[config.mk]
export PLATFORM = sky130hd
export DESIGN_NAME = ab_image_install_state_machine
export DESIGN_NICKNAME = d
export VERILOG_FILES = /design/src/rtl/core/abism_pkg.sv /design/src/rtl/core/abism_eval.sv /design/src/rtl/core/abism_record.sv /design/src/rtl/core/ab_image_install_state_machine.sv
export SDC_FILE = /design/constraint.sdc
export NUM_CORES = 1
export LEC_CHECK = 0
export BUFFER_PORTS_ARGS = -buffer_cell sky130_fd_sc_hd__buf_2
export CAP_MARGIN = 20
export CORE_ASPECT_RATIO = 0.6
export CORE_MARGIN = 4
export CORE_UTILIZATION = 58
export DETAILED_ROUTE_END_ITERATION = 12
export GPL_ROUTABILITY_DRIVEN = 0
export GPL_TIMING_DRIVEN = 0
export PLACE_DENSITY_LB_ADDON = 0.15
export SETUP_SLACK_MARGIN = 0.5
export SLEW_MARGIN = 40
export SYNTH_ARGS = -nofsm -noshare
export SYNTH_HDL_FRONTEND = slang
export SYNTH_SLANG_ARGS = --single-unit
[constraint.sdc]
create_clock -name clk -period 4.9 [get_ports clk]
set_input_delay 0.245 -clock clk [delete_from_list [all_inputs] [get_ports clk]]
set_output_delay 0.245 -clock clk [all_outputs]
set_load 0.01 [all_outputs]
[src/rtl/core/abism_pkg.sv]
// ----------------------------------------------------------------------------
// abism_pkg: shared types and helpers for the A/B image install record
// Event codes, install phases, slot selectors, the record layout and the
// small helper functions used by the evaluation logic.
// ----------------------------------------------------------------------------
package abism_pkg;

	localparam int unsigned SizeW = 32;
	localparam int unsigned CrcW  = 16;
	localparam int unsigned VerW  = 32;
	localparam int unsigned SeqW  = 32;
	localparam int unsigned NumSlots = 2;

	typedef enum logic [3:0] {
		EV_SET_PENDING     = 4'd0,
		EV_INVALIDATE      = 4'd1,
		EV_BEGIN_INSTALL   = 4'd2,
		EV_FINISH_INSTALL  = 4'd3,
		EV_SET_ERROR       = 4'd4,
		EV_BEGIN_TRIAL     = 4'd5,
		EV_CONFIRM         = 4'd6,
		EV_BEGIN_ROLLBACK  = 4'd7,
		EV_FINISH_ROLLBACK = 4'd8,
		EV_ABORT_TRIAL     = 4'd9,
		EV_READ_VERSION    = 4'd10
	} kind_t;

	typedef enum logic [2:0] {
		PH_IDLE          = 3'd0,
		PH_PENDING       = 3'd1,
		PH_INSTALLING    = 3'd2,
		PH_TRIAL_READY   = 3'd3,
		PH_TRIAL_RUNNING = 3'd4,
		PH_ROLLBACK      = 3'd5,
		PH_ERROR         = 3'd6
	} phase_t;

	typedef enum logic [1:0] {
		SEL_NONE = 2'd0,
		SEL_A    = 2'd1,
		SEL_B    = 2'd2
	} sel_t;

	typedef enum logic [1:0] {
		ST_OK     = 2'd0,
		ST_REJECT = 2'd1,
		ST_FAIL   = 2'd2
	} status_t;

	// persistent update record
	typedef struct packed {
		phase_t                         phase;
		sel_t                           active_sel;
		sel_t                           pending_sel;
		logic [NumSlots-1:0]            slot_valid;
		logic [NumSlots-1:0][SizeW-1:0] slot_size;
		logic [NumSlots-1:0][CrcW-1:0]  slot_crc;
		logic [NumSlots-1:0][VerW-1:0]  slot_version;
		logic [SeqW-1:0]                commit_seq;
		sel_t                           copy_sel;
	} record_t;

	// outcome of one event
	typedef struct packed {
		status_t         status;
		record_t         rec;
		logic [VerW-1:0] act_ver;
	} eval_res_t;

	function automatic logic is_ab(input logic [1:0] s);
		return (s == SEL_A) || (s == SEL_B);
	endfunction

	// slot B lives in entry 1, everything else maps to entry 0
	function automatic logic slot_idx(input logic [1:0] s);
		return (s == SEL_B);
	endfunction

	function automatic logic [VerW-1:0] active_ver(input record_t r);
		logic i;
		i = slot_idx(r.active_sel);
		if (is_ab(r.active_sel) && r.slot_valid[i])
			return r.slot_version[i];
		return '0;
	endfunction

endpackage

[src/rtl/core/abism_eval.sv]
// ----------------------------------------------------------------------------
// abism_eval: event evaluation
// Checks one event's preconditions against the current record and forms
// the record after the event, the status and the active image version.
// ----------------------------------------------------------------------------
module abism_eval (
	input  abism_pkg::record_t           rec,
	input  logic [3:0]                   kind,
	input  logic [1:0]                   slot,
	input  logic [abism_pkg::SizeW-1:0]  fw_size,
	input  logic [abism_pkg::CrcW-1:0]   fw_crc,
	input  logic [abism_pkg::VerW-1:0]   fw_version,
	input  logic                         commit_ok,
	output abism_pkg::eval_res_t         res
);
	import abism_pkg::*;

	record_t nx;
	record_t after;
	logic    rej;
	logic    commit;
	logic    sidx;
	logic    pidx;
	status_t st;

	assign sidx = slot_idx(slot);
	assign pidx = slot_idx(rec.pending_sel);

	// apply the event to a working copy
	always_comb begin
		nx     = rec;
		rej    = 1'b0;
		commit = 1'b1;
		unique case (kind_t'(kind))
			EV_SET_PENDING: begin
				if (fw_size == '0 || !is_ab(slot)) begin
					rej = 1'b1;
				end else begin
					nx.slot_valid[sidx]   = 1'b1;
					nx.slot_size[sidx]    = fw_size;
					nx.slot_crc[sidx]     = fw_crc;
					nx.slot_version[sidx] = fw_version;
					nx.pending_sel        = sel_t'(slot);
					nx.phase              = PH_PENDING;
				end
			end
			EV_INVALIDATE: begin
				if (!is_ab(slot)) begin
					rej = 1'b1;
				end else begin
					nx.slot_valid[sidx]   = 1'b0;
					nx.slot_size[sidx]    = '0;
					nx.slot_crc[sidx]     = '0;
					nx.slot_version[sidx] = '0;
					if (rec.pending_sel == slot) begin
						nx.pending_sel = SEL_NONE;
						nx.phase       = PH_IDLE;
					end
				end
			end
			EV_BEGIN_INSTALL: begin
				if (!is_ab(rec.pending_sel) || !rec.slot_valid[pidx] ||
						rec.slot_size[pidx] == '0) begin
					rej = 1'b1;
				end else if (rec.phase == PH_INSTALLING) begin
					commit = 1'b0;
				end else if (rec.phase != PH_PENDING) begin
					rej = 1'b1;
				end else begin
					nx.phase = PH_INSTALLING;
				end
			end
			EV_FINISH_INSTALL: begin
				if (rec.phase != PH_INSTALLING || !is_ab(rec.pending_sel))
					rej = 1'b1;
				else
					nx.phase = PH_TRIAL_READY;
			end
			EV_SET_ERROR: begin
				nx.phase = PH_ERROR;
			end
			EV_BEGIN_TRIAL: begin
				if (rec.phase != PH_TRIAL_READY || !is_ab(rec.pending_sel))
					rej = 1'b1;
				else
					nx.phase = PH_TRIAL_RUNNING;
			end
			EV_CONFIRM: begin
				if (rec.phase != PH_TRIAL_RUNNING || !is_ab(rec.pending_sel)) begin
					rej = 1'b1;
				end else begin
					nx.active_sel  = rec.pending_sel;
					nx.pending_sel = SEL_NONE;
					nx.phase       = PH_IDLE;
				end
			end
			EV_BEGIN_ROLLBACK: begin
				if (rec.phase != PH_TRIAL_RUNNING || !is_ab(rec.active_sel) ||
						!is_ab(rec.pending_sel) || rec.active_sel == rec.pending_sel)
					rej = 1'b1;
				else
					nx.phase = PH_ROLLBACK;
			end
			EV_FINISH_ROLLBACK, EV_ABORT_TRIAL: begin
				if (kind_t'(kind) == EV_FINISH_ROLLBACK) begin
					if (rec.phase != PH_ROLLBACK || !is_ab(rec.active_sel))
						rej = 1'b1;
				end else begin
					if (rec.phase != PH_TRIAL_RUNNING || rec.active_sel != SEL_NONE)
						rej = 1'b1;
				end
				if (!is_ab(rec.pending_sel))
					rej = 1'b1;
				if (!rej) begin
					nx.slot_valid[pidx]   = 1'b0;
					nx.slot_size[pidx]    = '0;
					nx.slot_crc[pidx]     = '0;
					nx.slot_version[pidx] = '0;
					nx.pending_sel        = SEL_NONE;
					nx.phase              = PH_IDLE;
				end
			end
			EV_READ_VERSION: begin
				commit = 1'b0;
			end
			default: begin
				rej = 1'b1;
			end
		endcase
	end

	// commit the working copy, or keep the old record
	always_comb begin
		after = rec;
		st    = ST_OK;
		if (rej) begin
			st = ST_REJECT;
		end else if (commit) begin
			if (commit_ok) begin
				after            = nx;
				after.commit_seq = rec.commit_seq + SeqW'(1);
				after.copy_sel   = (rec.copy_sel == SEL_A) ? SEL_B : SEL_A;
			end else begin
				st = ST_FAIL;
			end
		end
	end

	assign res.status  = st;
	assign res.rec     = after;
	assign res.act_ver = active_ver(after);

endmodule

[src/rtl/core/abism_record.sv]
// ----------------------------------------------------------------------------
// abism_record: update record storage
// Holds the install record and loads the post-event record whenever an
// event leaves the input stage.
// ----------------------------------------------------------------------------
module abism_record (
	input  logic               clk,
	input  logic               arst_n,
	input  logic               load,
	input  abism_pkg::record_t rec_d,
	output abism_pkg::record_t rec_q
);
	import abism_pkg::*;

	// load the record on every processed event
	always_ff @(posedge clk or negedge arst_n) begin
		if (!arst_n) begin
			rec_q.phase        <= PH_IDLE;
			rec_q.active_sel   <= SEL_NONE;
			rec_q.pending_sel  <= SEL_NONE;
			rec_q.slot_valid   <= '0;
			rec_q.slot_size    <= '0;
			rec_q.slot_crc     <= '0;
			rec_q.slot_version <= '0;
			rec_q.commit_seq   <= '0;
			rec_q.copy_sel     <= SEL_NONE;
		end else if (load) begin
			rec_q <= rec_d;
		end
	end

endmodule

[src/rtl/core/ab_image_install_state_machine.sv]
// ----------------------------------------------------------------------------
// ab_image_install_state_machine: A/B firmware update record keeper
// Applies install, trial, rollback and query events to the update record
// and reports status, phase, slots, sequence, copy side and active version.
//
//   channel | handshake          | payload
//   --------+--------------------+----------------------------------------------
//   in      | in_valid/in_ready  | kind slot fw_size fw_crc fw_version
//           |                    | commit_ok
//   out     | out_valid/out_ready| status install_phase active_out pending_out
//           |                    | sequence_out copy_side active_version
//
// Each event is registered at the input, evaluated combinationally against the
// record and written to the result register, one event per cycle sustained
// while the receiver takes results. The record updates at the same edge as
// the result register, so the next event sees it at once.
// Reset clears the record to idle with empty slots and no copy side.
// A stalled result register holds the input stage, which then holds in_ready.
// ----------------------------------------------------------------------------
module ab_image_install_state_machine (
	input  logic                         clk,
	input  logic                         arst_n,
	input  logic                         in_valid,
	output logic                         in_ready,
	input  logic [3:0]                   kind,
	input  logic [1:0]                   slot,
	input  logic [abism_pkg::SizeW-1:0]  fw_size,
	input  logic [abism_pkg::CrcW-1:0]   fw_crc,
	input  logic [abism_pkg::VerW-1:0]   fw_version,
	input  logic                         commit_ok,
	output logic                         out_valid,
	input  logic                         out_ready,
	output logic [1:0]                   status,
	output logic [2:0]                   install_phase,
	output logic [1:0]                   active_out,
	output logic [1:0]                   pending_out,
	output logic [abism_pkg::SeqW-1:0]   sequence_out,
	output logic [1:0]                   copy_side,
	output logic [abism_pkg::VerW-1:0]   active_version
);
	import abism_pkg::*;

	logic              valid_s1;
	logic [3:0]        kind_s1;
	logic [1:0]        slot_s1;
	logic [SizeW-1:0]  size_s1;
	logic [CrcW-1:0]   crc_s1;
	logic [VerW-1:0]   ver_s1;
	logic              ok_s1;

	logic              valid_s2;
	status_t           status_s2;
	phase_t            phase_s2;
	sel_t              active_s2;
	sel_t              pending_s2;
	logic [SeqW-1:0]   seq_s2;
	sel_t              copy_s2;
	logic [VerW-1:0]   ver_s2;

	logic              adv;
	record_t           rec;
	eval_res_t         res;

	// advance the input stage when the result register is free or draining
	assign adv      = valid_s1 && (!valid_s2 || out_ready);
	assign in_ready = !valid_s1 || adv;

	// input stage control
	always_ff @(posedge clk or negedge arst_n) begin
		if (!arst_n) begin
			valid_s1 <= 1'b0;
		end else if (in_ready) begin
			valid_s1 <= in_valid;
		end
	end

	// capture the event on an input transfer
	always_ff @(posedge clk) begin
		if (in_valid && in_ready) begin
			kind_s1 <= kind;
			slot_s1 <= slot;
			size_s1 <= fw_size;
			crc_s1  <= fw_crc;
			ver_s1  <= fw_version;
			ok_s1   <= commit_ok;
		end
	end

	abism_eval u_eval (
		.rec        (rec),
		.kind       (kind_s1),
		.slot       (slot_s1),
		.fw_size    (size_s1),
		.fw_crc     (crc_s1),
		.fw_version (ver_s1),
		.commit_ok  (ok_s1),
		.res        (res)
	);

	abism_record u_record (
		.clk    (clk),
		.arst_n (arst_n),
		.load   (adv),
		.rec_d  (res.rec),
		.rec_q  (rec)
	);

	// result register control
	always_ff @(posedge clk or negedge arst_n) begin
		if (!arst_n) begin
			valid_s2 <= 1'b0;
		end else if (adv) begin
			valid_s2 <= 1'b1;
		end else if (out_ready) begin
			valid_s2 <= 1'b0;
		end
	end

	// load the result
	always_ff @(posedge clk) begin
		if (adv) begin
			status_s2  <= res.status;
			phase_s2   <= res.rec.phase;
			active_s2  <= res.rec.active_sel;
			pending_s2 <= res.rec.pending_sel;
			seq_s2     <= res.rec.commit_seq;
			copy_s2    <= res.rec.copy_sel;
			ver_s2     <= res.act_ver;
		end
	end

	assign out_valid      = valid_s2;
	assign status         = status_s2;
	assign install_phase  = phase_s2;
	assign active_out     = active_s2;
	assign pending_out    = pending_s2;
	assign sequence_out   = seq_s2;
	assign copy_side      = copy_s2;
	assign active_version = ver_s2;

	// a rejected or failed event leaves the record untouched
	a_no_change_on_fail: assert property (@(posedge clk) disable iff (!arst_n)
		(adv && res.status != ST_OK) |=> $stable(rec))
		else $error("record changed after a rejected or failed event");

	// the sequence only moves on a processed event
	a_seq_needs_event: assert property (@(posedge clk) disable iff (!arst_n)
		(rec.commit_seq != $past(rec.commit_seq)) |-> $past(adv))
		else $error("commit sequence moved without an event");

	// a committed record always names a copy side
	a_copy_side_set: assert property (@(posedge clk) disable iff (!arst_n)
		(rec.commit_seq != '0) |-> (rec.copy_sel != SEL_NONE))
		else $error("committed record without a copy side");

	// a stalled result keeps the input stage occupied
	a_stall_holds_s1: assert property (@(posedge clk) disable iff (!arst_n)
		(valid_s1 && valid_s2 && !out_ready) |=> (valid_s1 && $stable(kind_s1)))
		else $error("input stage lost an event during a stall");

endmodule

==> summary by stage <==
Clocking
The total number of clock tree sinks is 319. The clock tree from TritonCTS is done. The count of H-tree levels built during CTS is 1. The clock tree root driver cell is sky130_fd_sc_hd__clkbuf_16. The clock insertion delay at the later pin of the skew report is 0.57 ns. The clock input transition at the sequential cells of the worst setup and hold paths is 0.06 ns.

The buffer depth of the longest clock path is 3. The total CTS buffers is 29.

Global route
After global routing the overflow that remains totals 0. The maximum number of pins on one net before global-route repair is 69. The global routing usage summed across all routing layers is 26.9%.

The first global-routing pass estimated 55200 µm of wire. The number of global-route vias before repair is 9790. The initial antenna violation count is 0.

Timing
The accumulated negative setup slack is 0 ns. The minimum clock period is 4.32 ns. The number of setup violations in the final report is 0. Timing would allow up to 0.231 GHz.

Setup repair after global routing left no endpoint under its margin. For the pin with the worst max-slew slack, the measured transition is 0.664 ns. The relative slew slack is 55.4%. The final number of hold-violating endpoints came to 0. The final clock skew is 0.0274 ns.

The count of pins over their slew limit is 0. Of the available clock period, the critical path in the final layout requires 88.2%.

Synthesis
The fraction of synthesized area in multiplexers is 0.960%. The mean area per synthesized cell is 13.4 µm². The synthesized net count is 1111.

Summing the areas of all and, or, nand and nor instances in the mapped netlist gives 9.51% of the synthesized area. The number of different library cells used by synthesis comes to 65. The mapped netlist covers 0.0136 mm². In the synthesized netlist the async set-or-reset flop fraction comes to 54.2%. The register bit total from synthesis is 319. Summing the areas of all compound-gate instances in the mapped netlist gives 17.4% of the synthesized area.

Synthesis handed over a netlist of 1014 instances. The dominant combinational cell family by area after synthesis is compound AO/OA/AOI/OAI gates. The total of warnings raised by yosys is 0. Yosys mapped a number of flops with a built-in enable equal to 146. The adder-cell share of the synthesized area is 0.554%. The dominant register cell in the synthesized netlist is sky130_fd_sc_hd__dfrtp_1. The share of the synthesized netlist area taken by xor and xnor gates is 4.33%. Summing the sequential cell areas from Yosys gives 64.3% of the chip area.

Critical path
The number of cells on the critical path is 17. In this design, the stage delay of the slowest critical-path cell is 0.53 ns. The critical-path cell with the highest stage delay is sky130_fd_sc_hd__a2111o_2. The logic depth of the worst register-to-register path is 17. The reg-to-reg setup timing slack is 0.58 ns. STA classifies the critical path startpoint as a flop.

The critical path start-end classification is flop to flop. Data arrives at the worst endpoint at 4.71 ns. Walking the worst path, the cells encountered are buf_4 -> inv_4 -> ha_4 -> or4b_4 -> a31oi_1 -> o211a_1 -> and4_4 -> o21a_1 -> buf_6 -> nand2_8 -> nor2_4 -> buf_4 -> mux2i_2 -> ha_2 -> a2111o_2 -> buf_6 -> a211oi_4. The critical path contains buffers and inverters numbering 5 combined.

The peak fanout along the critical path is 8. The kind of end point of the critical path is a flop. The data required time of the critical path is 5.29 ns. Among cell families on the critical path, the largest total delay comes from compound AO/OA/AOI/OAI gates.

Layout
Cells fill 73.3% of the core in the end. The layout filler cell count is 1559. The repair_antennas step left the layout with diodes totalling 0. Leaving out filler cells and counting taps, the final layout contains 1622.

In the layout the commonest cells are sky130_fd_sc_hd__buf_2 (173), sky130_fd_sc_hd__dfrtp_1 (172), sky130_fd_sc_hd__edfxtp_1 (146), sky130_fd_sc_hd__a22o_1 (128), sky130_fd_sc_hd__dlygate4sd3_1 (75). The post-route netlist has 23.0% of its cells at a drive strength greater than 1. The layout overhead on the synthesized area is 24.5%. The most common cell after layout, fill and taps aside is sky130_fd_sc_hd__buf_2. The net count reported at finish is 1382.

Placed design
The cell count after placement is 1486. The placed wire-length estimate after detailed placement is 22800 µm. The number of input and output port buffers inserted is 151.

Status
The flow ran to the end, and the final reports show no timing, DRC or antenna violations.

Power
The power per cell area is 363 mW/mm². The completed layout was analyzed and its total power is 6.13 mW. For this design the static power due to leakage is 7.12 nW. VDD sags by at most 0.279 mV.

Route
The first detailed-routing pass ran for 5 iterations. The violation count after the first detailed-routing iteration is 1037. The detail route stage leaves a number of antenna-violating nets equal to 0. The final layout contains routed wiring with a total length of 35100 µm.

The routed via count is 10100. The routed wire length per instance is 21.6 µm. Dividing the detail-routed via count by the number of cells gives 6.20. The final routed DRC violation total is 0.

Floorplan
In this run the vertical extent of the chip is 126 µm. The floorplan has 43 rows. The full die area is 0.0260 mm².

After floorplanning, the core was sized to cover 0.0230 mm². The top-level I/O count is 168. For this configuration, the core starts out at a cell density of 58.9%. From left edge to right edge, the die measures 205 µm.

Min path
In this run the worst hold path is classified as input pin to asynchronous set/reset pin.

Run
The tool flagged a number of max-cap violations equal to 0.
-- cell usage after synthesis (6+ instances only) --
cell | instances | share of area (%)
sky130_fd_sc_hd__dfrtp_1 | 173 | 32
sky130_fd_sc_hd__edfxtp_1 | 146 | 32
sky130_fd_sc_hd__a22o_1 | 128 | 8.3
sky130_fd_sc_hd__xor2_1 | 48 | 3.1
sky130_fd_sc_hd__clkbuf_1 | 46 | 1.3
sky130_fd_sc_hd__nor2_1 | 40 | 1.1
sky130_fd_sc_hd__a221oi_1 | 35 | 2.3
sky130_fd_sc_hd__nand2_1 | 34 | 0.94
sky130_fd_sc_hd__nor3_1 | 32 | 1.2
sky130_fd_sc_hd__a22oi_1 | 27 | 1.5
sky130_fd_sc_hd__buf_2 | 25 | 0.92
sky130_fd_sc_hd__nor4_1 | 25 | 1.2
sky130_fd_sc_hd__nand3_1 | 22 | 0.81
sky130_fd_sc_hd__nand4_1 | 21 | 0.97
sky130_fd_sc_hd__xnor2_1 | 19 | 1.2
sky130_fd_sc_hd__inv_1 | 17 | 0.47
sky130_fd_sc_hd__a211oi_2 | 16 | 1.5
sky130_fd_sc_hd__o22ai_1 | 13 | 0.60
sky130_fd_sc_hd__a21oi_1 | 12 | 0.44
sky130_fd_sc_hd__and3_1 | 11 | 0.51
sky130_fd_sc_hd__o21ai_0 | 11 | 0.41
sky130_fd_sc_hd__a211oi_1 | 7 | 0.39
sky130_fd_sc_hd__and2_1 | 7 | 0.32
sky130_fd_sc_hd__o211ai_1 | 7 | 0.39
sky130_fd_sc_hd__ha_1 | 6 | 0.55
-- per-layer routing --
| metal | routed length [µm] | up-vias | global-route usage [%] |
|---|---|---|---|
| met1 | 16700 | 5065 | 43.4 |
| met5 | 0 | - | 0 |
| li1 | - | 4511 | - |
| met3 | 2600 | 61 | 5.34 |
| met4 | 720 | 0 | 6.34 |
| met2 | 15100 | 426 | 38.0 |
-- logic make-up after synthesis --
group / after synthesis
buf+inv: 93
mux: 12
simple gates: 234
xor+xnor: 67
compound gates: 283
fa+ha+maj: 6
flops: 319
-- worst reg2reg max path: stages (launching register included) --
cell and delay [ns]:
sky130_fd_sc_hd__dfrtp_1 0.36, sky130_fd_sc_hd__buf_4 0.17, sky130_fd_sc_hd__inv_4 0.10, sky130_fd_sc_hd__ha_4 0.23, sky130_fd_sc_hd__or4b_4 0.50, sky130_fd_sc_hd__a31oi_1 0.14
sky130_fd_sc_hd__o211a_1 0.20, sky130_fd_sc_hd__and4_4 0.27, sky130_fd_sc_hd__o21a_1 0.18, sky130_fd_sc_hd__buf_6 0.13, sky130_fd_sc_hd__nand2_8 0.08, sky130_fd_sc_hd__nor2_4 0.11
sky130_fd_sc_hd__buf_4 0.14, sky130_fd_sc_hd__mux2i_2 0.25, sky130_fd_sc_hd__ha_2 0.32, sky130_fd_sc_hd__a2111o_2 0.53, sky130_fd_sc_hd__buf_6 0.19, sky130_fd_sc_hd__a211oi_4 0.25
-- report_power, final --
group / switching, mW / internal [mW] / leakage [nW]
sequential: 0.129 / 3.00 / 3.76
combinational: 0.361 / 0.303 / 2.88
clock: 0.992 / 1.35 / 0.476
-- registers in the layout, summed over array words and instances (netlist names), 3 cells and up --
register and count:
sequence_out 32, size_s1 32, active_version 32, install_phase 3
kind_s1 4, ver_s1 32, u_record.rec_q 171
-- area by class of cell --
| class | instances | area, µm² | area share, % |
|---|---|---|---|
| inverters | 18 | 70.1 | 0.415 |
| flip-flops and latches | 319 | 8710 | 51.6 |
| plain buffers | 75 | 355 | 2.10 |
| clock inverters | 13 | 175 | 1.04 |
| repair buffers | 240 | 1740 | 10.3 |
| multi-input cells | 602 | 4630 | 27.5 |
| well taps | 315 | 394 | 2.33 |
| clock buffers | 40 | 797 | 4.72 |
-- worst paths after layout --
check | startpoint | to
min | arst_n | u_record.rec_q[174]$_DFFE_PN0P_
max | u_record.rec_q[196]$_DFFE_PN0P_ | active_version[7]$_SDFFCE_PN0P_
min in group clk | fw_version[11] | ver_s1[11]$_DFFE_PP_
min reg2reg | u_record.rec_q[33]$_DFFE_PN0P_ | u_record.rec_q[33]$_DFFE_PN0P_
max in group asynchronous | arst_n | u_record.rec_q[73]$_DFFE_PN0P_
max reg2reg | u_record.rec_q[196]$_DFFE_PN0P_ | active_version[7]$_SDFFCE_PN0P_
-- stage by stage --
step | setup slack (ns) | area, µm² | hold WS (ns)
after floorplan | 0.642 | 13600 | -0.0506
after global placement | -0.426 | 14700 | 0.422
after detailed placement | -0.431 | 14900 | 0.157
after CTS | 0.537 | 16700 | 0.166
after global routing | 0.456 | 16900 | 0.189
final | 0.580 | 16900 | 0.170
-- timing repair --
| item | CTS | global route |
|---|---|---|
| hold buffers | 75 | 0 |
| cloned | 2 | 0 |
| resized for setup | 25 | 27 |
| endpoints found under the setup margin | 32 | 32 |
| hold endpoints to repair | 178 | 0 |
| pin swaps | 2 | 7 |
| buffers inserted | 4 | 2 |
No activity file was read; power rests on OpenSTA's default activity.
